===== src/rtl/core/hrcp_pkg.sv =====
// Package for the hex register command parser: parser states, bus operation codes, characters.
package hrcp_pkg;

	typedef enum logic [3:0] {
		ST_IDLE,
		ST_READY,
		ST_REG_HI,
		ST_REG,
		ST_GET,
		ST_CNT_HI,
		ST_CNT,
		ST_BURST,
		ST_SAME,
		ST_SET,
		ST_DATA_HI,
		ST_DATA,
		ST_SHIFT,
		ST_BITS
	} parse_state_t;

	typedef enum logic [2:0] {
		OP_READ   = 3'd0,
		OP_BURST  = 3'd1,
		OP_REPEAT = 3'd2,
		OP_WRITE  = 3'd3,
		OP_RMW    = 3'd4
	} op_t;

	localparam logic [7:0] CH_START = 8'h23;
	localparam logic [7:0] CH_END   = 8'h3B;
	localparam logic [7:0] CH_GET   = 8'h67;
	localparam logic [7:0] CH_SET   = 8'h73;
	localparam logic [7:0] CH_BURST = 8'h62;
	localparam logic [7:0] CH_ZERO  = 8'h30;
	localparam logic [7:0] CH_NINE  = 8'h39;
	localparam logic [7:0] CH_UA    = 8'h41;
	localparam logic [7:0] CH_UF    = 8'h46;
	localparam logic [7:0] ALPHA_OFS = 8'h37;
	localparam logic [7:0] MASK_ALL = 8'hFF;
	localparam logic [3:0] MAX_BITS = 4'd8;

	typedef struct packed {
		logic       ok;
		logic [3:0] val;
	} hex_t;

	// Upper-case hex digit decode.
	function automatic hex_t hex_decode(input logic [7:0] c);
		hex_t r;
		logic [7:0] d;
		r = '0;
		d = '0;
		if (c >= CH_ZERO && c <= CH_NINE) begin
			d = c - CH_ZERO;
			r.ok = 1'b1;
			r.val = d[3:0];
		end else if (c >= CH_UA && c <= CH_UF) begin
			d = c - ALPHA_OFS;
			r.ok = 1'b1;
			r.val = d[3:0];
		end
		return r;
	endfunction

endpackage


===== src/rtl/core/hex_register_command_parser.sv =====
// Top level of the hex register command parser.
// Parses '#HH;' (read), '#HHgCCb;' (burst), '#HHgCCs;' (repeated read), '#HHsDD;' (write)
// and '#HHsDDSN;' (read-modify-write) from a byte stream, one bus request per finished
// command. Each byte is registered at the input, goes through the parser state update and
// its result is registered at the output; with no output stall a byte is taken every cycle,
// and a request is offered once its final ';' has passed the input register and the output
// register. An output stall holds the parser and the input register. Unexpected bytes drop
// the command silently.
module hex_register_command_parser (
	input  logic       clk,
	input  logic       arst_n,
	input  logic       in_valid,
	output logic       in_stall,
	input  logic [7:0] rx_byte,
	output logic       out_valid,
	input  logic       out_stall,
	output logic [2:0] op,
	output logic [7:0] reg_addr,
	output logic [7:0] count,
	output logic [7:0] or_mask,
	output logic [7:0] clear_mask
);
	import hrcp_pkg::*;

	logic         valid_s1;
	logic [7:0]   byte_s1;
	logic         proc;
	logic         out_free;

	parse_state_t state_q, state_d;
	logic [7:0]   reg_q, reg_d;
	logic [7:0]   cnt_q, cnt_d;
	logic [7:0]   data_q, data_d;
	logic [3:0]   shift_q, shift_d;
	logic [3:0]   bits_q, bits_d;

	logic         emit;
	op_t          op_d;
	logic [7:0]   count_d;
	logic [7:0]   set_d;
	logic [7:0]   clr_d;

	hex_t         hx;
	logic [3:0]   nb;
	logic [8:0]   field_mask;
	logic [15:0]  clr_wide;
	logic [15:0]  set_wide;

	op_t          op_q;
	logic [7:0]   reg_out_q;
	logic [7:0]   count_q;
	logic [7:0]   set_q;
	logic [7:0]   clr_q;
	logic         out_valid_q;

	assign out_free = !out_valid_q || !out_stall;
	assign proc     = valid_s1 && out_free;
	assign in_stall = valid_s1 && !out_free;

	always_ff @(posedge clk or negedge arst_n) begin
		if (!arst_n) begin
			valid_s1 <= 1'b0;
		end else if (!in_stall) begin
			valid_s1 <= in_valid;
		end
	end

	always_ff @(posedge clk) begin
		if (!in_stall && in_valid) begin
			byte_s1 <= rx_byte;
		end
	end

	always_ff @(posedge clk or negedge arst_n) begin
		if (!arst_n) begin
			state_q <= ST_IDLE;
			reg_q   <= '0;
			cnt_q   <= '0;
			data_q  <= '0;
			shift_q <= '0;
			bits_q  <= '0;
		end else if (proc) begin
			state_q <= state_d;
			reg_q   <= reg_d;
			cnt_q   <= cnt_d;
			data_q  <= data_d;
			shift_q <= shift_d;
			bits_q  <= bits_d;
		end
	end

	always_comb begin
		hx = hex_decode(byte_s1);
		nb = (bits_q > MAX_BITS) ? MAX_BITS : bits_q;
		field_mask = (9'd1 << nb) - 9'd1;
		clr_wide = {8'd0, field_mask[7:0]} << shift_q;
		set_wide = {8'd0, data_q} << shift_q;

		state_d = ST_IDLE;
		reg_d   = reg_q;
		cnt_d   = cnt_q;
		data_d  = data_q;
		shift_d = shift_q;
		bits_d  = bits_q;
		emit    = 1'b0;
		op_d    = OP_READ;
		count_d = '0;
		set_d   = '0;
		clr_d   = '0;

		case (state_q)
			ST_IDLE: begin
				if (byte_s1 == CH_START) state_d = ST_READY;
			end
			ST_READY: begin
				if (hx.ok) begin
					reg_d = {hx.val, 4'd0};
					state_d = ST_REG_HI;
				end
			end
			ST_REG_HI: begin
				if (hx.ok) begin
					reg_d = reg_q + {4'd0, hx.val};
					state_d = ST_REG;
				end
			end
			ST_REG: begin
				if (byte_s1 == CH_GET) state_d = ST_GET;
				else if (byte_s1 == CH_SET) state_d = ST_SET;
				else if (byte_s1 == CH_END) begin
					emit = 1'b1;
					op_d = OP_READ;
					count_d = 8'd1;
				end
			end
			ST_GET: begin
				if (hx.ok) begin
					cnt_d = {hx.val, 4'd0};
					state_d = ST_CNT_HI;
				end
			end
			ST_CNT_HI: begin
				if (hx.ok) begin
					cnt_d = cnt_q + {4'd0, hx.val};
					state_d = ST_CNT;
				end
			end
			ST_CNT: begin
				if (byte_s1 == CH_BURST) state_d = ST_BURST;
				else if (byte_s1 == CH_SET) state_d = ST_SAME;
			end
			ST_BURST: begin
				if (byte_s1 == CH_END) begin
					emit = 1'b1;
					op_d = OP_BURST;
					count_d = cnt_q;
				end
			end
			ST_SAME: begin
				if (byte_s1 == CH_END) begin
					emit = 1'b1;
					op_d = OP_REPEAT;
					count_d = cnt_q;
				end
			end
			ST_SET: begin
				if (hx.ok) begin
					data_d = {hx.val, 4'd0};
					state_d = ST_DATA_HI;
				end
			end
			ST_DATA_HI: begin
				if (hx.ok) begin
					data_d = data_q + {4'd0, hx.val};
					state_d = ST_DATA;
				end
			end
			ST_DATA: begin
				if (hx.ok) begin
					shift_d = hx.val;
					state_d = ST_SHIFT;
				end else if (byte_s1 == CH_END) begin
					emit = 1'b1;
					op_d = OP_WRITE;
					set_d = data_q;
					clr_d = MASK_ALL;
				end
			end
			ST_SHIFT: begin
				if (hx.ok) begin
					bits_d = hx.val;
					state_d = ST_BITS;
				end
			end
			ST_BITS: begin
				if (byte_s1 == CH_END) begin
					emit = 1'b1;
					op_d = OP_RMW;
					set_d = set_wide[7:0];
					clr_d = clr_wide[7:0];
				end
			end
			default: begin
				state_d = ST_IDLE;
			end
		endcase
	end

	always_ff @(posedge clk or negedge arst_n) begin
		if (!arst_n) begin
			out_valid_q <= 1'b0;
		end else if (out_free) begin
			out_valid_q <= proc && emit;
		end
	end

	always_ff @(posedge clk) begin
		if (out_free && proc && emit) begin
			op_q      <= op_d;
			reg_out_q <= reg_q;
			count_q   <= count_d;
			set_q     <= set_d;
			clr_q     <= clr_d;
		end
	end

	assign out_valid  = out_valid_q;
	assign op         = op_q;
	assign reg_addr   = reg_out_q;
	assign count      = count_q;
	assign or_mask    = set_q;
	assign clear_mask = clr_q;

endmodule


===== config.mk =====
export PLATFORM = sky130hd
export DESIGN_NAME = hex_register_command_parser
export DESIGN_NICKNAME = d
export VERILOG_FILES = /design/src/rtl/core/hrcp_pkg.sv /design/src/rtl/core/hex_register_command_parser.sv
export SDC_FILE = /design/constraint.sdc
export NUM_CORES = 1
export LEC_CHECK = 0
export BUFFER_PORTS_ARGS = -buffer_cell sky130_fd_sc_hd__buf_2
export CORE_MARGIN = 2
export CORE_UTILIZATION = 55
export DETAILED_ROUTE_END_ITERATION = 16
export GPL_TIMING_DRIVEN = 1
export PLACE_DENSITY = 0.75
export SYNTH_ARGS = -nofsm -noshare
export SYNTH_HDL_FRONTEND = slang
export SYNTH_SLANG_ARGS = --single-unit
export TNS_END_PERCENT = 20

===== constraint.sdc =====
create_clock -name clk -period 5.5 [get_ports clk]
set_clock_uncertainty 0.2 [all_clocks]
set_input_delay 1.65 -clock clk [delete_from_list [all_inputs] [get_ports clk]]
set_output_delay 1.65 -clock clk [all_outputs]
set_load 0.03 [all_outputs]

# Yosys cells after proc, flatten, opt, wreduce, memory -nomap -nowiden
# Index checks and enable logic that the tools add are counted.
[totals] ramBits=0 rom_bits=0 memories=0 register_bits=81 elab_cells=124 latch_bits=0
[op_classes] div_mod_pow=0 order_cmp=5 n_reduce_logical=24 n_eq_ne=24 add_sub_neg=6 shifts=3 bitwise_logic=0 muxes=48 mul=0
[op_table] cell="$pmux W8 S2" n=6
[op_table] cell="$mux W8" n=11
[op_table] cell="$pmux W4 S11" n=1
[op_table] cell="$mux W4" n=9
[op_table] cell="$add A8 B4 Y8" n=3
[op_table] cell="$eq A4 B4 Y1 const B" n=6
[op_table] cell="$eq A8 B7 Y1 const B" n=3
[op_table] cell="$eq A4 B3 Y1 const B" n=4
[op_table] cell="$eq A8 B6 Y1 const B" n=2
[op_table] cell="$shl A8 B4 Y8" n=2
[op_table] cell="$ne A2 B2 Y1 const B" n=6
[op_table] cell="$pmux W3 S4" n=1
[op_table] cell="$reduce_and A4 Y1" n=3
[op_table] cell="$mux W2" n=5
[op_table] cell="$mux W5" n=2
[op_table] cell="$mux W1" n=9
[op_table] cell="$mux W3" n=3
[op_table] cell="$eq A4 B2 Y1 const B" n=2
[op_table] cell="$ge A8 B6 Y1 const B" n=1
[op_table] cell="$ge A8 B7 Y1 const B" n=1
[op_table] cell="$le A8 B6 Y1 const B" n=1
[op_table] cell="$le A8 B7 Y1 const B" n=1
[op_table] cell="$logic_and A1 B1 Y1" n=8
[op_table] cell="$shl A1 B4 Y8 const A" n=1
[op_table] cell="other kinds (13)" n=19

# Depth between registers and ports, before layout
# Gate-level depths: netlist of the first run.
[depth] depth_word=7 depth_mapped=16 mapped_depth_nobuf=15

# Worst setup path before layout of the first run
# No wires, ideal clock.
[synth_path] path_kind="input to register" from="input port out_stall" to="register clr_q[0] (netlist: clear_mask[0]), enable pin" path_buffers=0 setup_ns=0.471 arrival_ns=4.282 setup_slack_ns=0.547 required_time_ns=4.829 stages=2 cell_sequence="a21bo_2 -> nor3_1"
[synth_via] elab_chain_cells=5
[synth_lines] element="start: declaration" line="hex_register_command_parser.sv:16" source="input logic out_stall,"
[synth_lines] element="$logic_not A1 Y1 *" line="hex_register_command_parser.sv:56" source="assign out_free = !out_valid_q || !out_stall;"
[synth_lines] element="$logic_or A1 B1 Y1 *" line="hex_register_command_parser.sv:56"
[synth_lines] element="$logic_and A1 B1 Y1" line="hex_register_command_parser.sv:57" source="assign proc = valid_s1 && out_free;"
[synth_lines] element="$logic_and A1 B1 Y1 * (2 in a row)" line="hex_register_command_parser.sv:218" source="if (out_free && proc && emit) begin"
[synth_lines] element="end signal: assignment" line="hex_register_command_parser.sv:223" source="clr_q <= clr_d;"
[synth_lines] element="end: declaration" line="hex_register_command_parser.sv:53" source="logic [7:0] clr_q;"
# Every way passes the cells marked *; elsewhere a longest branch is shown, timed or not.
# A chain may end at the register's enable or synchronous reset.

==> metrics.md, run 1 <==
| Metric | Value |
|---|---|
| Status | `finished, final reports clean` |
| Die X-Extent | `slightly below 100 um` |
| R2r startpoint | `byte_s1[1]` |
| Hold Buf Count CTS | `0` |
| PortBufs | `48` |
| Startpoint types | `flop` |
| TritonCTS Buffers | `9` |
| CTS tree | `built` |
| Mean area per synthesized cell | `between 9 and 10 um^2` |
| YS warnings | `0` |
| Critical Path Fanout Max | `11` |
| Most common cell after layout, fill and taps aside | `buf_2` |
| Final period util | `0.750` |
| Layout cells sized above 1 | `0.161` |
| Initial DRC Count | `208` |
| GRT overflow | `0` |
| Reg clk slew, reported paths | `~90 ps` |
| Count of max-cap constraint violations | `0` |
| Post-synth EDFFs | `43` |
| Ys flop type | `edfxtp_1` |
| Routed wire per std cell | `17.9 um` |
| Via count | `between 4000 and 5000` |
| Die height | `about 99 um` |
| HP Start | `reg_q[7]` |
| Post-CTS Setup Inserts | `0` |
| Vias per cell | `approximately 6.3` |
| Setup-failing EPs final | `0` |
| DRC | `0` |
| Setup Crit Path Kind | `flop to flop` |
| Post-synthesis cell type count | `73` |
| Syn nets | `about 530` |
| Largest net degree at the start of global routing | `39` |
| CP Launch Point | `byte_s1[1]` |
| Least-Margin Pin Slew | `between 1000 and 1500 ps` |
| DR pass1 iterations | `4` |
| Synth async-reset ratio | `0.469` |
| P per Cell Area | `220 nW/um^2` |
| WL final | `around 12 mm` |
| CP required | `5550 ps` |
| PostCTS Resize Cnt | `0` |
| Final setup TNS | `0 ps` |
| Max clock buf depth | `2` |
| Non-filler cells, final | `around 650` |
| Global-route wire length before repair | `roughly 20 mm` |
| NumNets Final | `roughly 570` |
| Synth Register Bits | `slightly above 80` |
| Post-Synth XOR/XNOR Area | `0.00882` |
| Adder-cell share of the synthesized area | `0.0570` |
| Mux cell area share after synthesis | `0.0280` |
| Initial Util | `0.569` |
| P&R area growth vs syn | `9.88%` |
| Hold Fails Final Rpt | `0` |
| Cell Area, Synth | `4960 um^2` |
| Vias in the first global route | `approximately 4000` |
| PnR worst setup slack | `between 1000 and 1500 ps` |
| Compound-gate portion of the synthesized area | `0.228` |
| Row count | `34` |
| Synth Area in Simple Gates | `0.185` |
| Clock sink total | `between 80 and 90` |
| H-tree levels | `3` |
| VDD IR max | `~0.12 mV` |
| Fin util | `0.625` |
| Main combinational cell family by area after synthesis | `compound AO/OA/AOI/OAI gates` |
| Fin crit period | `approximately 4100 ps` |
| Worst setup EP type | `flop` |
| Cells after Synth | `between 500 and 600` |
| Root Buffer | `clkbuf_8` |
| Die area | `~10000 um^2` |
| Data arrival time of the critical path | `around 4200 ps` |
| I/O pin total | `49` |
| Power, Total | `1.20 mW` |
| Fmax | `approximately 240 MHz` |
| ANT cells | `0` |
| Register area share after synthesis | `0.452` |
| Worst hold path class | `flop to flop` |
| GR Util All Layers | `0.247` |
| Initial antenna violation count | `0` |
| Inst Count DP | `approximately 630` |
| Core Box Area | `approximately 8700 um^2` |
| Most frequent cells in the layout | `buf_2 (48), nand2_1 (47), edfxtp_1 (43)` |
| Clk Latency, worst-skew pair | `around 360 ps` |
| RSZ-0062 raised after global routing | `no` |
| Slew margin rel. | `0.327` |
| Dpl hpwl | `roughly 8 mm` |
| Pre-CTS setup slack | `~1400 ps` |
| Final Max Tran Viols | `0` |
| Leak | `2.14 nW` |
| Placer Congestion | `0.993` |
| Antenna Violating Nets Remaining | `0` |
[synthesized netlist by cell type (4+ instances only)]
cell type | count | share of area
a22o_1 | 5 | 0.0088
nor2_1 | 34 | 0.026
a21oi_1 | 26 | 0.026
ha_1 | 17 | 0.043
o221ai_1 | 8 | 0.014
mux2i_1 | 6 | 0.012
a31oi_1 | 4 | 0.0050
o21ai_0 | 26 | 0.026
nor2b_1 | 9 | 0.011
clkbuf_1 | 19 | 0.014
o22ai_1 | 4 | 0.0050
edfxtp_1 | 43 | 0.26
nor3_1 | 17 | 0.017
nand3_1 | 13 | 0.013
a21o_1 | 5 | 0.0076
a211oi_1 | 9 | 0.014
o21ai_1 | 11 | 0.011
nand2b_1 | 8 | 0.010
nand2_1 | 47 | 0.036
o21bai_1 | 4 | 0.0061
o31ai_1 | 12 | 0.018
buf_2 | 4 | 0.0040
and2_1 | 10 | 0.013
o21a_1 | 4 | 0.0061
o211ai_1 | 6 | 0.0091
inv_1 | 21 | 0.016
dfrtp_1 | 38 | 0.19
mux2_2 | 7 | 0.016
[worst max-delay path, stage by stage (launching register included)]
cell and delay (ps):
edfxtp_1 510, inv_1 120, ha_1 190, o21bai_1 110
a21oi_2 610, xnor2_1 300, nand2_1 190, inv_1 150
ha_1 210, inv_1 60, fa_1 370, nor2b_1 190
o21ai_0 130, and2_1 180, or4_1 400, o311ai_1 90
[stage by stage]
stage / instance area, um^2 / hold slack [ps]
2_1_floorplan: 4960 / 247
3_3_place_gp: 5230 / 261
3_5_place_dp: 5230 / 279
4_1_cts: 5450 / 298
5_1_grt: 5450 / 313
6_report: 5450 / 299
[sequential cells by signal (all words and copies together) (netlist names)]
register    cells
bits_q          4
byte_s1         8
clear_mask      8
cnt_q           8
count           8
data_q          8
op              3
or_mask         8
out_valid       1
reg_addr        8
reg_q           8
shift_q         4
state_q         4
valid_s1        1
[per-layer routing]
metal	global-route usage	vias to the layer above	routed length (um)
li1	-	1978	-
met1	0.350	1960	5220
met2	0.383	133	5460
met3	0.0475	22	659
met4	0.0843	0	244
met5	0	-	0
[cell type report]
type | count | area, um^2
fillers | 707 | 3270
multi-input cells | 372 | 2520
flip-flops and latches | 81 | 2240
repair buffers | 50 | 255
clock buffers | 12 | 155
well taps | 108 | 135
inverters | 22 | 82.6
clock inverters | 3 | 65.1
[worst paths after layout]
kind	endpoint	slack [ps]	depth (start not counted)
setup / recovery	data_q[4]	1380	15
hold / removal	reg_addr[7]	300	0
setup reg to reg	data_q[4]	1380	15
hold reg to reg	reg_addr[7]	300	0
max in group asynchronous	data_q[7]	3320	1
min in group asynchronous	state_q[2]	1210	1
[cells by family (layout without fill, tap and decap cells)]
group                    Yosys count  count (layout)
buffers and inverters             49              87
multiplexers                      13              13
flip-flops                        81              81
adder cells (fa/ha/maj)           21              21
AO/OA/AOI/OAI                    159             159
AND/OR/NAND/NOR                  174             174
XOR/XNOR                           5               5
[power breakdown]
part / internal (mW) / leakage, nW / switching [mW]
logic: 0.0193 / 1.12 / 0.0346
clock network: 0.278 / 0.112 / 0.218
registers: 0.641 / 0.909 / 0.00976
No activity file was read; power rests on OpenSTA's default activity.
==> run 2, diff against run 1 <==
--- a/config.mk
+++ b/config.mk
@@ -7,10 +7,10 @@
 export LEC_CHECK = 0
 export BUFFER_PORTS_ARGS = -buffer_cell sky130_fd_sc_hd__buf_2
 export CORE_MARGIN = 2
-export CORE_UTILIZATION = 55
+export CORE_UTILIZATION = 54
 export DETAILED_ROUTE_END_ITERATION = 16
 export GPL_TIMING_DRIVEN = 1
-export PLACE_DENSITY = 0.75
+export PLACE_DENSITY = 0.77
 export SYNTH_ARGS = -nofsm -noshare
 export SYNTH_HDL_FRONTEND = slang
 export SYNTH_SLANG_ARGS = --single-unit
==> constraint.sdc (replaced) <==
create_clock -name clk -period 3.6 [get_ports clk]
set_clock_uncertainty 0.2 [all_clocks]
set_input_delay 1.08 -clock clk [delete_from_list [all_inputs] [get_ports clk]]
set_output_delay 1.08 -clock clk [all_outputs]
set_load 0.03 [all_outputs]
==> metrics.md, run 2 (synthesis results as in run 1) <==
| Metric | Value |
|---|---|
| Fmax | `a little under 300 MHz` |
| Fin crit period | `about 3400 ps` |
| Initial DRC Count | `between 300 and 400` |
| Worst setup EP type | `flop` |
| RSZ-0062 raised after global routing | `no` |
| Setup Crit Path Kind | `flop to flop` |
| Clock power share | `0.371` |
| Placer Congestion | `slightly below 1` |
| Routed wire per std cell | `around 18 um` |
| Vias per cell | `around 6.4` |
| P&R area growth vs syn | `13.0%` |
| NumNets Final | `584` |
| CTS tree | `built` |
| PnR worst setup slack | `208 ps` |
| Critical Path Fanout Max | `5` |
| Die X-Extent | `between 90 and 100 um` |
| TritonCTS Buffers | `9` |
| CP Cell Sequence | `inv_1 > ha_1 > or3b_1 > and4b_1 > nor2_4 > nor2_1 > ha_1 > nor2b_1 > nor3_1 > nand3b_1 > o32a_1 > o32ai_1` |
| Vias in the first global route | `roughly 3900` |
| CP delay by family, top | `simple AND/OR/NAND/NOR gates` |
| GR Util All Layers | `0.248` |
| Layout cells sized above 1 | `0.203` |
| I/O pin total | `49` |
| Root Buffer | `clkbuf_8` |
| Via count | `between 4000 and 5000` |
| Reg clk slew, reported paths | `roughly 100 ps` |
| Initial antenna violation count | `0` |
| Largest stage delay, worst path | `approximately 450 ps` |
| Reg power frac | `0.568` |
| Most common cell after layout, fill and taps aside | `buf_2` |
| Net Sw Frac | `0.256` |
| Slowest cell on crit path | `edfxtp_1` |
| Buf/Inv on CP | `1` |
| Final Cell Area | `5610 um^2` |
| Most frequent cells in the layout | `buf_2 (48), nand2_1 (47), edfxtp_1 (43)` |
| Max clock buf depth | `2` |
| Least-Margin Pin Slew | `943 ps` |
| Slew margin rel. | `0.371` |
| P per Cell Area | `around 310 nW/um^2` |
| PortBufs | `48` |
| Startpoint types | `flop` |
| Largest net degree at the start of global routing | `39` |
| Final setup TNS | `0 ps` |
| ANT cells | `0` |
| Hold Buf Count CTS | `0` |
| Leak | `2.21 nW` |
| WL final | `11.7 mm` |
| Die area | `between 9000 and 10000 um^2` |
| Worst hold path class | `flop to flop` |
| GRT overflow | `0` |
| Placed standard-cell area | `5360 um^2` |
| Final Max Tran Viols | `0` |
| VDD IR max | `between 0.15 and 0.2 mV` |
| Status | `finished, final reports clean` |
| Core Box Area | `roughly 9000 um^2` |
| Final period util | `0.942` |
| Clock sink total | `between 80 and 90` |
| Antenna Violating Nets Remaining | `0` |
| Die height | `approximately 100 um` |
| H-tree levels | `3` |
| Hold Fails Final Rpt | `0` |
| Dpl hpwl | `between 8 and 9 mm` |
| Row count | `34` |
| CP required | `approximately 3700 ps` |
| DR pass1 iterations | `5` |
| Global-route wire length before repair | `19.5 mm` |
| P_int | `approximately 1.3 mW` |
| DRC | `0` |
| Sw power | `between 0.4 and 0.5 mW` |
| Pre-CTS setup slack | `approximately 36 ps` |
| Data arrival time of the critical path | `around 3500 ps` |
| Fin util | `0.637` |
| Hold WS | `between 200 and 300 ps` |
| Initial Util | `0.564` |
| Clk Latency, worst-skew pair | `roughly 380 ps` |
| Count of max-cap constraint violations | `0` |
| Worst path most repeated cell | `ha_1` |
| Gate power share | `0.062` |
| Setup-failing EPs final | `0` |
run 2: cell types whose count changed in the layout (fill, tap and decap cells not counted), sizes merged:
cell,delta
clkbuf,-2
clkinvlp,+3
buf,+16
inv,+2
bufinv,-2
run 2: final timing paths:
check / startpoint / to / slack (ps) / cells past startpoint
worst max-delay path: byte_s1[0] / reg_q[6] / 210 / 12
worst min-delay path: reg_q[7] / reg_addr[7] / 290 / 0
worst max register to register: byte_s1[0] / reg_q[6] / 210 / 12
worst min register to register: reg_q[7] / reg_addr[7] / 290 / 0
max in group asynchronous: arst_n / data_q[6] / 2040 / 1
min in group asynchronous: arst_n / cnt_q[7] / 610 / 1
run 2: layout make-up:
type / count / area [um^2]
flip-flops and latches: 81 / 2240
fillers: 712 / 3200
clock buffers: 10 / 138
multi-input cells: 372 / 2570
well taps: 108 / 135
inverters: 22 / 82.6
clock inverters: 6 / 48.8
repair buffers: 66 / 388
run 2: power groups by stage:
| stage | sequential, mW | combinational (mW) | clock [mW] |
|---|---|---|---|
| 6_report | 0.991 | 0.107 | 0.646 |
| 5_1_grt | 0.992 | 0.118 | 0.694 |
| 4_1_cts | 0.990 | 0.0992 | 0.656 |
| 3_5_place_dp | 1.01 | 0.0988 | 0 |
| 3_3_place_gp | 1.01 | 0.0954 | 0 |
| 2_1_floorplan | 1.01 | 0.0562 | 0 |
run 2: metal layers:
layer  share of wire  up-vias  routed length [um]  GRT usage
li1                -     2003                   -          -
met1            0.44     2013                5120      0.353
met2            0.47      208                5500      0.378
met3           0.066       29                 772     0.0341
met4           0.027        0                 316      0.119
met5               0        -                   0          0
run 2: metrics by stage:
stage,cells,power (mW)
after floorplan,502,1.06
after global placement,647,1.10
after detailed placement,647,1.11
after CTS,663,1.74
after global routing,665,1.80
final,665,1.74
run 2: timing repair:
item / CTS / global route
setup buffers: 0 / 2
setup endpoints to repair: 0 / 11
gates resized for setup: 0 / 11
run 2: worst reg2reg max path, delay by kind of cell (launching register included):
family	cells	cell delay (ps)
buffers and inverters	1	110
adder cells (fa/ha/maj)	2	580
AND/OR/NAND/NOR	7	1430
flip-flops	1	450
AO/OA/AOI/OAI	2	550
